### src/hw/rtl/rqs_pkg.sv
// rqs_pkg: shared types and constants for the ready queue scheduler.
// Holds policy codes, request codes, register indexes and sequencer states.
// No dependencies.
package rqs_pkg;

    localparam int QUEUE_DEPTH_DEF = 16;
    localparam int BURST_WIDTH_DEF = 16;

    // Fixed field widths of the command and result beats
    localparam int ID_W      = 8;
    localparam int PRIO_W    = 8;
    localparam int BURST_IN_W = 16;
    localparam int QUANTUM_W = 16;
    localparam int REM_OUT_W = 16;
    localparam int OCC_W     = 5;
    localparam int CFG_ADDR_W = 1;
    localparam int CFG_DATA_W = 16;

    localparam logic [QUANTUM_W-1:0] QUANTUM_RST = 16'd10;

    typedef enum logic [1:0] {
        POL_FIFO = 2'd0,
        POL_SJF  = 2'd1,
        POL_PRIO = 2'd2,
        POL_RR   = 2'd3
    } policy_t;

    typedef enum logic {
        REQ_ENQUEUE  = 1'b0,
        REQ_DISPATCH = 1'b1
    } req_t;

    typedef enum logic [CFG_ADDR_W-1:0] {
        REG_POLICY  = 1'b0,
        REG_QUANTUM = 1'b1
    } cfg_reg_t;

    typedef enum logic [6:0] {
        ST_IDLE      = 7'b0000001,
        ST_SCAN      = 7'b0000010,
        ST_SCAN_END  = 7'b0000100,
        ST_RESOLVE   = 7'b0001000,
        ST_SHIFT     = 7'b0010000,
        ST_SHIFT_END = 7'b0100000,
        ST_FINISH    = 7'b1000000
    } state_t;

endpackage

### src/hw/rtl/ready_queue_scheduler.sv
// Enqueue and dispatch on an empty queue give their result beat in the cycle after start.
// Dispatch scans slots (all n queued for SJF and priority, the head only for FIFO and round
// robin), then shifts each entry behind the chosen slot one place toward the head,
// through the one-read-port entry memory. No stalls: one command at a time.
// busy is high only while a dispatch walks the queue, up to the cycle before done.
// Async active-low reset empties the queue, policy FIFO, quantum 10; entry memory not cleared.
//
// ready_queue_scheduler: ready queue with FIFO / SJF / priority / round robin dispatch.
// Depends on rqs_pkg.
module ready_queue_scheduler
    import rqs_pkg::*;
#(
    parameter int QUEUE_DEPTH = QUEUE_DEPTH_DEF,
    parameter int BURST_WIDTH = BURST_WIDTH_DEF
)
(
    input  logic                  clk,
    input  logic                  rst_n,
    // configuration write port
    input  logic                  cfg_we,
    input  logic [CFG_ADDR_W-1:0] cfg_addr,
    input  logic [CFG_DATA_W-1:0] cfg_wdata,
    // command beat
    input  logic                  start,
    output logic                  busy,
    input  logic                  req_type,
    input  logic [ID_W-1:0]       task_id,
    input  logic [PRIO_W-1:0]     task_priority,
    input  logic [BURST_IN_W-1:0] burst_length,
    // result beat
    output logic                  done,
    output logic                  granted,
    output logic [ID_W-1:0]       grant_id,
    output logic [PRIO_W-1:0]     grant_priority,
    output logic [REM_OUT_W-1:0]  remaining_after,
    output logic                  burst_done,
    output logic                  queue_empty,
    output logic                  overflow,
    output logic [OCC_W-1:0]      occupancy
);

    localparam int IDX_W   = $clog2(QUEUE_DEPTH);
    localparam int CNT_W   = $clog2(QUEUE_DEPTH + 1);
    localparam int ENTRY_W = ID_W + PRIO_W + BURST_WIDTH;
    localparam int CMP_W   = (BURST_WIDTH > PRIO_W) ? BURST_WIDTH : PRIO_W;
    localparam int SUB_W   = ((BURST_WIDTH > QUANTUM_W) ? BURST_WIDTH : QUANTUM_W) + 1;
    localparam logic [CNT_W-1:0] FULL_CNT = CNT_W'(QUEUE_DEPTH);

    // Entry layout: {id, priority, burst}
    localparam int BURST_LO = 0;
    localparam int PRIO_LO  = BURST_WIDTH;
    localparam int ID_LO    = BURST_WIDTH + PRIO_W;

    // ------------------------------------------------------------------
    // Configuration registers
    // ------------------------------------------------------------------
    policy_t                policy_reg;
    logic [QUANTUM_W-1:0]   quantum_reg;

    always_ff @(posedge clk or negedge rst_n)
    begin
        if (!rst_n)
        begin
            policy_reg  <= POL_FIFO;
            quantum_reg <= QUANTUM_RST;
        end
        else if (cfg_we)
        begin
            unique case (cfg_reg_t'(cfg_addr))
                REG_POLICY:  policy_reg  <= policy_t'(cfg_wdata[1:0]);
                REG_QUANTUM: quantum_reg <= cfg_wdata[QUANTUM_W-1:0];
            endcase
        end
    end

    // ------------------------------------------------------------------
    // Sequencer and walk state
    // ------------------------------------------------------------------
    state_t                 state_reg, state_next;
    logic [CNT_W-1:0]       count_reg, count_next;
    logic [IDX_W-1:0]       walk_idx_reg, walk_idx_next;   // read address during scan/shift
    logic [IDX_W-1:0]       scan_last_reg, scan_last_next;
    logic                   pend_v_reg, pend_v_next;       // read data valid this cycle
    logic [IDX_W-1:0]       pend_idx_reg, pend_idx_next;   // slot that read data came from
    logic [IDX_W-1:0]       best_idx_reg, best_idx_next;
    logic [ID_W-1:0]        best_id_reg, best_id_next;
    logic [PRIO_W-1:0]      best_prio_reg, best_prio_next;
    logic [BURST_WIDTH-1:0] best_burst_reg, best_burst_next;
    logic [BURST_WIDTH-1:0] rem_reg, rem_next;
    logic                   requeue_reg, requeue_next;

    // result registers
    logic                   done_reg, done_next;
    logic                   granted_reg, granted_next;
    logic [ID_W-1:0]        grant_id_reg, grant_id_next;
    logic [PRIO_W-1:0]      grant_prio_reg, grant_prio_next;
    logic [REM_OUT_W-1:0]   rem_out_reg, rem_out_next;
    logic                   burst_done_reg, burst_done_next;
    logic                   empty_reg, empty_next;
    logic                   ovf_reg, ovf_next;
    logic [OCC_W-1:0]       occ_reg, occ_next;

    // entry memory: one write port, one registered read port
    logic [ENTRY_W-1:0]     entry_mem [QUEUE_DEPTH];
    logic [ENTRY_W-1:0]     rd_data_reg;
    logic [IDX_W-1:0]       mem_raddr;
    logic                   mem_we;
    logic [IDX_W-1:0]       mem_waddr;
    logic [ENTRY_W-1:0]     mem_wdata;

    always_ff @(posedge clk)
    begin
        if (mem_we)
        begin
            entry_mem[mem_waddr] <= mem_wdata;
        end
        rd_data_reg <= entry_mem[mem_raddr];
    end

    // fields of the entry just read
    logic [ID_W-1:0]        cur_id;
    logic [PRIO_W-1:0]      cur_prio;
    logic [BURST_WIDTH-1:0] cur_burst;

    assign cur_id    = rd_data_reg[ID_LO +: ID_W];
    assign cur_prio  = rd_data_reg[PRIO_LO +: PRIO_W];
    assign cur_burst = rd_data_reg[BURST_LO +: BURST_WIDTH];

    // ------------------------------------------------------------------
    // Shared compare unit: "a > b", operands picked by policy
    // ------------------------------------------------------------------
    logic [CMP_W-1:0] cmp_a, cmp_b;
    logic             cmp_gt;

    always_comb
    begin
        unique case (policy_reg)
            POL_SJF:
            begin
                cmp_a = CMP_W'(best_burst_reg);
                cmp_b = CMP_W'(cur_burst);
            end
            POL_PRIO:
            begin
                cmp_a = CMP_W'(cur_prio);
                cmp_b = CMP_W'(best_prio_reg);
            end
            default:
            begin
                cmp_a = '0;
                cmp_b = '0;
            end
        endcase
    end

    assign cmp_gt = (cmp_a > cmp_b);

    // Round robin remainder, saturating at zero
    logic [SUB_W-1:0]       rr_diff;
    logic [BURST_WIDTH-1:0] rr_rem;

    assign rr_diff = SUB_W'(best_burst_reg) - SUB_W'(quantum_reg);
    assign rr_rem  = rr_diff[SUB_W-1] ? '0 : rr_diff[BURST_WIDTH-1:0];

    // ------------------------------------------------------------------
    // Next-state logic
    // ------------------------------------------------------------------
    logic               accept;
    logic [CNT_W-1:0]   count_m1;
    logic [IDX_W-1:0]   last_idx;
    logic               take_cur;

    assign accept   = start && (state_reg == ST_IDLE);
    assign count_m1 = count_reg - CNT_W'(1);
    assign last_idx = count_m1[IDX_W-1:0];
    // first slot always seeds the best; later slots replace on a strict win
    assign take_cur = (pend_idx_reg == '0) || cmp_gt;

    always_comb
    begin
        state_next      = state_reg;
        count_next      = count_reg;
        walk_idx_next   = walk_idx_reg;
        scan_last_next  = scan_last_reg;
        pend_v_next     = 1'b0;
        pend_idx_next   = walk_idx_reg;
        best_idx_next   = best_idx_reg;
        best_id_next    = best_id_reg;
        best_prio_next  = best_prio_reg;
        best_burst_next = best_burst_reg;
        rem_next        = rem_reg;
        requeue_next    = requeue_reg;

        done_next       = 1'b0;
        granted_next    = granted_reg;
        grant_id_next   = grant_id_reg;
        grant_prio_next = grant_prio_reg;
        rem_out_next    = rem_out_reg;
        burst_done_next = burst_done_reg;
        empty_next      = empty_reg;
        ovf_next        = ovf_reg;
        occ_next        = occ_reg;

        mem_raddr = walk_idx_reg;
        mem_we    = 1'b0;
        mem_waddr = pend_idx_reg - IDX_W'(1);
        mem_wdata = rd_data_reg;

        unique case (state_reg)
            ST_IDLE:
            begin
                if (accept)
                begin
                    granted_next    = 1'b0;
                    grant_id_next   = '0;
                    grant_prio_next = '0;
                    rem_out_next    = '0;
                    burst_done_next = 1'b0;
                    ovf_next        = 1'b0;
                    if (req_t'(req_type) == REQ_ENQUEUE)
                    begin
                        done_next = 1'b1;
                        if (count_reg >= FULL_CNT)
                        begin
                            ovf_next   = 1'b1;
                            empty_next = (count_reg == '0);
                            occ_next   = OCC_W'(count_reg);
                        end
                        else
                        begin
                            mem_we     = 1'b1;
                            mem_waddr  = count_reg[IDX_W-1:0];
                            mem_wdata  = {task_id, task_priority,
                                          BURST_WIDTH'(burst_length)};
                            count_next = count_reg + CNT_W'(1);
                            empty_next = 1'b0;
                            occ_next   = OCC_W'(count_reg + CNT_W'(1));
                        end
                    end
                    else if (count_reg == '0)
                    begin
                        done_next  = 1'b1;
                        empty_next = 1'b1;
                        occ_next   = '0;
                    end
                    else
                    begin
                        // only SJF and priority need the whole queue
                        walk_idx_next  = '0;
                        scan_last_next = ((policy_reg == POL_SJF) ||
                                          (policy_reg == POL_PRIO)) ? last_idx : '0;
                        state_next     = ST_SCAN;
                    end
                end
            end

            ST_SCAN:
            begin
                mem_raddr     = walk_idx_reg;
                pend_v_next   = 1'b1;
                pend_idx_next = walk_idx_reg;
                if (pend_v_reg && take_cur)
                begin
                    best_idx_next   = pend_idx_reg;
                    best_id_next    = cur_id;
                    best_prio_next  = cur_prio;
                    best_burst_next = cur_burst;
                end
                if (walk_idx_reg == scan_last_reg)
                begin
                    state_next = ST_SCAN_END;
                end
                else
                begin
                    walk_idx_next = walk_idx_reg + IDX_W'(1);
                end
            end

            ST_SCAN_END:
            begin
                if (take_cur)
                begin
                    best_idx_next   = pend_idx_reg;
                    best_id_next    = cur_id;
                    best_prio_next  = cur_prio;
                    best_burst_next = cur_burst;
                end
                state_next = ST_RESOLVE;
            end

            ST_RESOLVE:
            begin
                rem_next     = rr_rem;
                requeue_next = (policy_reg == POL_RR) && (rr_rem != '0);
                if (best_idx_reg != last_idx)
                begin
                    walk_idx_next = best_idx_reg + IDX_W'(1);
                    state_next    = ST_SHIFT;
                end
                else
                begin
                    state_next = ST_FINISH;
                end
            end

            ST_SHIFT:
            begin
                // read slot i+1 now, write it into slot i in the next cycle
                mem_raddr     = walk_idx_reg;
                pend_v_next   = 1'b1;
                pend_idx_next = walk_idx_reg;
                mem_we        = pend_v_reg;
                if (walk_idx_reg == last_idx)
                begin
                    state_next = ST_SHIFT_END;
                end
                else
                begin
                    walk_idx_next = walk_idx_reg + IDX_W'(1);
                end
            end

            ST_SHIFT_END:
            begin
                mem_we     = 1'b1;
                state_next = ST_FINISH;
            end

            ST_FINISH:
            begin
                granted_next    = 1'b1;
                grant_id_next   = best_id_reg;
                grant_prio_next = best_prio_reg;
                ovf_next        = 1'b0;
                done_next       = 1'b1;
                if (requeue_reg)
                begin
                    // task rejoins at the tail; occupancy unchanged
                    mem_we          = 1'b1;
                    mem_waddr       = last_idx;
                    mem_wdata       = {best_id_reg, best_prio_reg, rem_reg};
                    rem_out_next    = REM_OUT_W'(rem_reg);
                    burst_done_next = 1'b0;
                    empty_next      = 1'b0;
                    occ_next        = OCC_W'(count_reg);
                end
                else
                begin
                    count_next      = count_m1;
                    rem_out_next    = '0;
                    burst_done_next = 1'b1;
                    empty_next      = (count_m1 == '0);
                    occ_next        = OCC_W'(count_m1);
                end
                state_next = ST_IDLE;
            end

            default:
            begin
                state_next = ST_IDLE;
            end
        endcase
    end

    // control state
    always_ff @(posedge clk or negedge rst_n)
    begin
        if (!rst_n)
        begin
            state_reg  <= ST_IDLE;
            count_reg  <= '0;
            pend_v_reg <= 1'b0;
            done_reg   <= 1'b0;
        end
        else
        begin
            state_reg  <= state_next;
            count_reg  <= count_next;
            pend_v_reg <= pend_v_next;
            done_reg   <= done_next;
        end
    end

    // payload registers
    always_ff @(posedge clk)
    begin
        walk_idx_reg   <= walk_idx_next;
        scan_last_reg  <= scan_last_next;
        pend_idx_reg   <= pend_idx_next;
        best_idx_reg   <= best_idx_next;
        best_id_reg    <= best_id_next;
        best_prio_reg  <= best_prio_next;
        best_burst_reg <= best_burst_next;
        rem_reg        <= rem_next;
        requeue_reg    <= requeue_next;
        granted_reg    <= granted_next;
        grant_id_reg   <= grant_id_next;
        grant_prio_reg <= grant_prio_next;
        rem_out_reg    <= rem_out_next;
        burst_done_reg <= burst_done_next;
        empty_reg      <= empty_next;
        ovf_reg        <= ovf_next;
        occ_reg        <= occ_next;
    end

    assign busy            = (state_reg != ST_IDLE);
    assign done            = done_reg;
    assign granted         = granted_reg;
    assign grant_id        = grant_id_reg;
    assign grant_priority  = grant_prio_reg;
    assign remaining_after = rem_out_reg;
    assign burst_done      = burst_done_reg;
    assign queue_empty     = empty_reg;
    assign overflow        = ovf_reg;
    assign occupancy       = occ_reg;

`ifndef SYNTHESIS
    // result beat never overlaps a command still in flight
    a_done_not_busy: assert property (@(posedge clk) disable iff (!rst_n)
        done |-> !busy)
        else $error("result beat while busy");

    // occupancy never passes the depth
    a_count_bound: assert property (@(posedge clk) disable iff (!rst_n)
        count_reg <= FULL_CNT)
        else $error("queue count above depth");

    // enqueue is answered in the next cycle
    a_enq_one_cycle: assert property (@(posedge clk) disable iff (!rst_n)
        (start && !busy && (req_type == REQ_ENQUEUE)) |=> (done && !busy))
        else $error("enqueue result missing");

    // dispatch on a non-empty queue starts the walk
    a_disp_walks: assert property (@(posedge clk) disable iff (!rst_n)
        (start && !busy && (req_type == REQ_DISPATCH) && (count_reg != '0))
            |=> (busy && !done))
        else $error("dispatch did not start scan");
`endif

endmodule

### config.mk
export PLATFORM = sky130hd
export DESIGN_NAME = ready_queue_scheduler
export DESIGN_NICKNAME = d
export VERILOG_FILES = /design/src/hw/rtl/rqs_pkg.sv /design/src/hw/rtl/ready_queue_scheduler.sv
export SDC_FILE = /design/constraint.sdc
export NUM_CORES = 1
export LEC_CHECK = 0
export BUFFER_PORTS_ARGS = -buffer_cell sky130_fd_sc_hd__buf_2
export CORE_MARGIN = 2
export CORE_UTILIZATION = 45
export DETAILED_ROUTE_END_ITERATION = 6
export GPL_ROUTABILITY_DRIVEN = 0
export PLACE_DENSITY_LB_ADDON = 0.2
export SKIP_LAST_GASP = 1
export SYNTH_ARGS = -nofsm -noshare
export SYNTH_HDL_FRONTEND = slang
export SYNTH_SLANG_ARGS = --single-unit
### constraint.sdc
create_clock -name clk -period 9.3 [get_ports clk]
set_clock_uncertainty 0.1 [all_clocks]
set_input_delay 0.93 -clock clk [delete_from_list [all_inputs] [get_ports clk]]
set_output_delay 0.93 -clock clk [all_outputs]
set_load 0.05 [all_outputs]
==> impl_metrics.env <==
export IMPL_status="finished clean"
export IMPL_clk_latency_ns=0.60
export IMPL_wirelength_mm=59.21
export IMPL_cp_data_arrival_time_ns=4.86
export IMPL_grt_setup_unrepaired="no"
export IMPL_n_antenna_cell=0
export IMPL_routedWlPerCell_um=24.72
export IMPL_holdBufCountCts=0
export IMPL_synthCells=1447
export IMPL_drive_gt1_share_pct=27.65
export IMPL_routed_length_on_met1_mm=28.41
export IMPL_slew_headroom_pct=27.00
export IMPL_globalRoute_totalOverflow=0
export IMPL_placement_cell_area_mm2=0.02888
export IMPL_power_share_of_the_clock_group_pct=41.2
export IMPL_placeableCoreArea_mm2=0.06036
export IMPL_yosysSeqAreaShare_pct=72.69
export IMPL_muxShareOfSynthArea_pct=14.06
export IMPL_drt_vias_per_instance=5.785
export IMPL_hp_class="primary input to async pin"
export IMPL_remaining_drc_errors=0
export IMPL_report_final_hold_viol_count=0
export IMPL_drtAntennaViolNets=0
export IMPL_worstRegToRegCells=8
export IMPL_synth_xor_area_share_pct=1.052
export IMPL_yosys_warnings=0
export IMPL_num_nets_final=1653
export IMPL_grt_use_total_pct=19.07
export IMPL_ctsRootBufferMaster="sky130_fd_sc_hd__clkbuf_16"
export IMPL_worst_slew_pin_slew_ns=1.092
export IMPL_placement_rows=90
export IMPL_critPathMaxFanout=48
export IMPL_met3RoutedLength_mm=3.940
export IMPL_cts_buffers_inserted=72
export IMPL_setup_worst_path_class="flip-flop to flip-flop"
export IMPL_finalCritPeriodShare_pct=51.06
export IMPL_power_density_mw_per_mm2=227.4
export IMPL_chipHeight_um=251.0
export IMPL_cts_repair_timing_setup_buffer_count=0
export IMPL_count_of_flip_flops_with_a_built_in_enable_after_synthesis=614
export IMPL_share_seq_of_total_power_pct=49.4
export IMPL_design_portCount=97
export IMPL_main_combinational_cell_family_by_area_after_synthesis="multiplexers"
export IMPL_largest_register_ff_count=512
export IMPL_share_comb_of_total_power_pct=9.4
export IMPL_finalCriticalPeriod_ns=4.748
export IMPL_ys_ff_latch=682
export IMPL_finalMaxSlewViolations=0
export IMPL_timing_setup_tns_ns=0
export IMPL_setup_viol=0
export IMPL_met2_wirelength_mm=25.63
export IMPL_power_report_internal_total_mw=5.480
export IMPL_tritoncts="yes"
export IMPL_maxUsedRoutingLayer="met4"
export IMPL_syn_mean_instance_area_um2=18.98
export IMPL_mappedNetlistArea_mm2=0.02746
export IMPL_timing_rr_start="state_reg[5]"
export IMPL_simple_gate_area_share_of_the_yosys_netlist_pct=4.848
export IMPL_clock_sink_count=682
export IMPL_ir_drop_mv=0.1353
export IMPL_worstSetupStartpointType="flip-flop"
export IMPL_clk_path_buf_depth=3
export IMPL_synth_adder_area_share_pct=1.987
export IMPL_first_iter_violations=1240
export IMPL_place_detailed_hpwl_mm=37.97
export IMPL_grt_first_pass_wirelength_mm=88.70
export IMPL_grt_start_max_net_pins=133
export IMPL_end_kind="flip-flop"
export IMPL_power_switching_fraction_pct=23.06
export IMPL_port_buffers=96
export IMPL_number_of_global_route_vias_before_repair=13902
export IMPL_fp_dieW_um=251.0
export IMPL_dr_total_vias=13854
export IMPL_clock_transition_at_the_registers_of_the_reported_paths_ns=0.06
export IMPL_cap_viol_max_count=0
export IMPL_detailedRoute_firstPassIterationCount=6
export IMPL_synth_unique_cells=71
export IMPL_timing_fmax_ghz=0.2106
export IMPL_pleak_nw=10.55
export IMPL_areaGrowthSynthToFinish_pct=14.02
export IMPL_starting_density_of_the_core_pct=45.50
export IMPL_layout_cell_area_non_filler_mm2=0.03131
export IMPL_yosys_most_used_dff="sky130_fd_sc_hd__edfxtp_1"
export IMPL_cts_resized=0
export IMPL_postSynthNetCount=1544
export IMPL_fp_dieArea_mm2=0.06302
export IMPL_cp_data_required_time_ns=9.41
export IMPL_power_net_switching_mw=1.642
export IMPL_antenna_found_initial=2
export IMPL_htree_num_levels=3
export IMPL_synth_compound_area_share_pct=3.832
export IMPL_timing_reg2reg_setup_slack_ns=4.55
export IMPL_rr_endpoint="entry_mem[7][15]"
export IMPL_async_reset_ff_share_pct=4.692
==> kinds of logic after synthesis <==
| group | count (synthesis) |
|---|---|
| XOR/XNOR | 33 |
| AO/OA/AOI/OAI | 141 |
| multiplexers | 183 |
| adder cells (fa/ha/maj) | 43 |
| AND/OR/NAND/NOR | 258 |
| buffers and inverters | 107 |
| flip-flops | 682 |
==> cell type report <==
| type | count | area [um2] |
|---|---|---|
| clock buffer | 86 | 1927 |
| inverter | 37 | 138.9 |
| sequential | 682 | 19960 |
| clock inverter | 45 | 506.7 |
| tap | 782 | 978.4 |
| timing repair buffer | 105 | 573.1 |
| fill | 4754 | 29050 |
| multi-input combinational | 658 | 7224 |
==> worst max path at each step <==
stage	slack [ns]	to	from
after global placement	4.55	entry_mem[5][11]	start
final	4.55	entry_mem[7][15]	state_reg[5]
after detailed placement	4.41	entry_mem[5][11]	start
after global routing	4.17	entry_mem[7][15]	state_reg[5]
after CTS	4.48	entry_mem[7][5]	state_reg[5]
after floorplan	5.07	entry_mem[1][0]	req_type
==> cell usage after synthesis (all sizes together), types with 20 or more instances <==
library cell,instances,area share [%]
nand2,70,0.96
and3,20,0.47
and2,27,0.62
dfrtp,29,2.6
clkbuf,52,0.71
dfxtp,36,2.6
xnor2,22,0.70
nor2,66,0.90
mux4,160,13
a22oi,33,0.90
ha,42,1.9
edfxtp,614,67
inv,37,0.51
a21oi,26,0.50
mux2,21,0.86
==> cells in the final DEF (no fill, tap or decap), types with 16 or more instances in the layout <==
cell type                   netlist  layout
sky130_fd_sc_hd__clkbuf_16        0      74
sky130_fd_sc_hd__xnor2_1         22      22
sky130_fd_sc_hd__and2_1          26      26
sky130_fd_sc_hd__inv_1           36      36
sky130_fd_sc_hd__mux4_2         160     160
sky130_fd_sc_hd__mux2_2          21      21
sky130_fd_sc_hd__edfxtp_1       614     614
sky130_fd_sc_hd__nor2_1          66      50
sky130_fd_sc_hd__ha_1            42      42
sky130_fd_sc_hd__nor2_4           0      16
sky130_fd_sc_hd__and3_1          19      19
sky130_fd_sc_hd__buf_2            9      96
sky130_fd_sc_hd__a21oi_1         24      24
sky130_fd_sc_hd__dfxtp_1         36      36
sky130_fd_sc_hd__nand2_1         70      69
sky130_fd_sc_hd__a221o_1         16      16
sky130_fd_sc_hd__a22oi_1         33      33
sky130_fd_sc_hd__dfrtp_1         29      29
==> through the flow <==
step | instances | utilization, % | hold WS, ns | power, mW | worst slack, ns
4_1_cts | 2395 | 51.88 | 0.3246 | 7.185 | 4.477
2_1_floorplan | 1447 | - | 0.2462 | 4.024 | 5.072
5_1_grt | 2395 | 51.88 | 0.3391 | 7.356 | 4.170
3_3_place_gp | 2264 | 47.84 | 0.3162 | 4.236 | 4.552
3_5_place_dp | 2264 | 47.84 | 0.3141 | 4.250 | 4.413
6_report | 2395 | 51.88 | 0.3240 | 7.122 | 4.552
==> routing by layer <==
| metal | vias to the layer above | global-route usage (%) |
|---|---|---|
| li1 | 6048 | - |
| met1 | 7305 | 30.31 |
| met2 | 429 | 26.79 |
| met3 | 72 | 3.396 |
| met4 | 0 | 5.901 |
| met5 | - | 0 |
==> power groups by stage <==
stage / Combinational, mW / Clock [mW] / Sequential, mW
2_1_floorplan: 0.410 / 0 / 3.61
3_3_place_gp: 0.659 / 0 / 3.58
3_5_place_dp: 0.671 / 0 / 3.58
4_1_cts: 0.674 / 3.00 / 3.52
5_1_grt: 0.729 / 3.11 / 3.52
6_report: 0.669 / 2.94 / 3.52
==> critical path, cell delays in order (launching register included) <==
cell,delay [ns]
sky130_fd_sc_hd__dfrtp_1,0.44
sky130_fd_sc_hd__nor3_2,0.36
sky130_fd_sc_hd__nand4b_4,0.24
sky130_fd_sc_hd__inv_2,0.65
sky130_fd_sc_hd__nand2b_1,0.31
sky130_fd_sc_hd__o21ai_4,0.46
sky130_fd_sc_hd__a221oi_2,0.23
sky130_fd_sc_hd__or3_1,0.62
sky130_fd_sc_hd__nor2_4,0.89
Note: power is estimated with default switching activity, not from simulation.
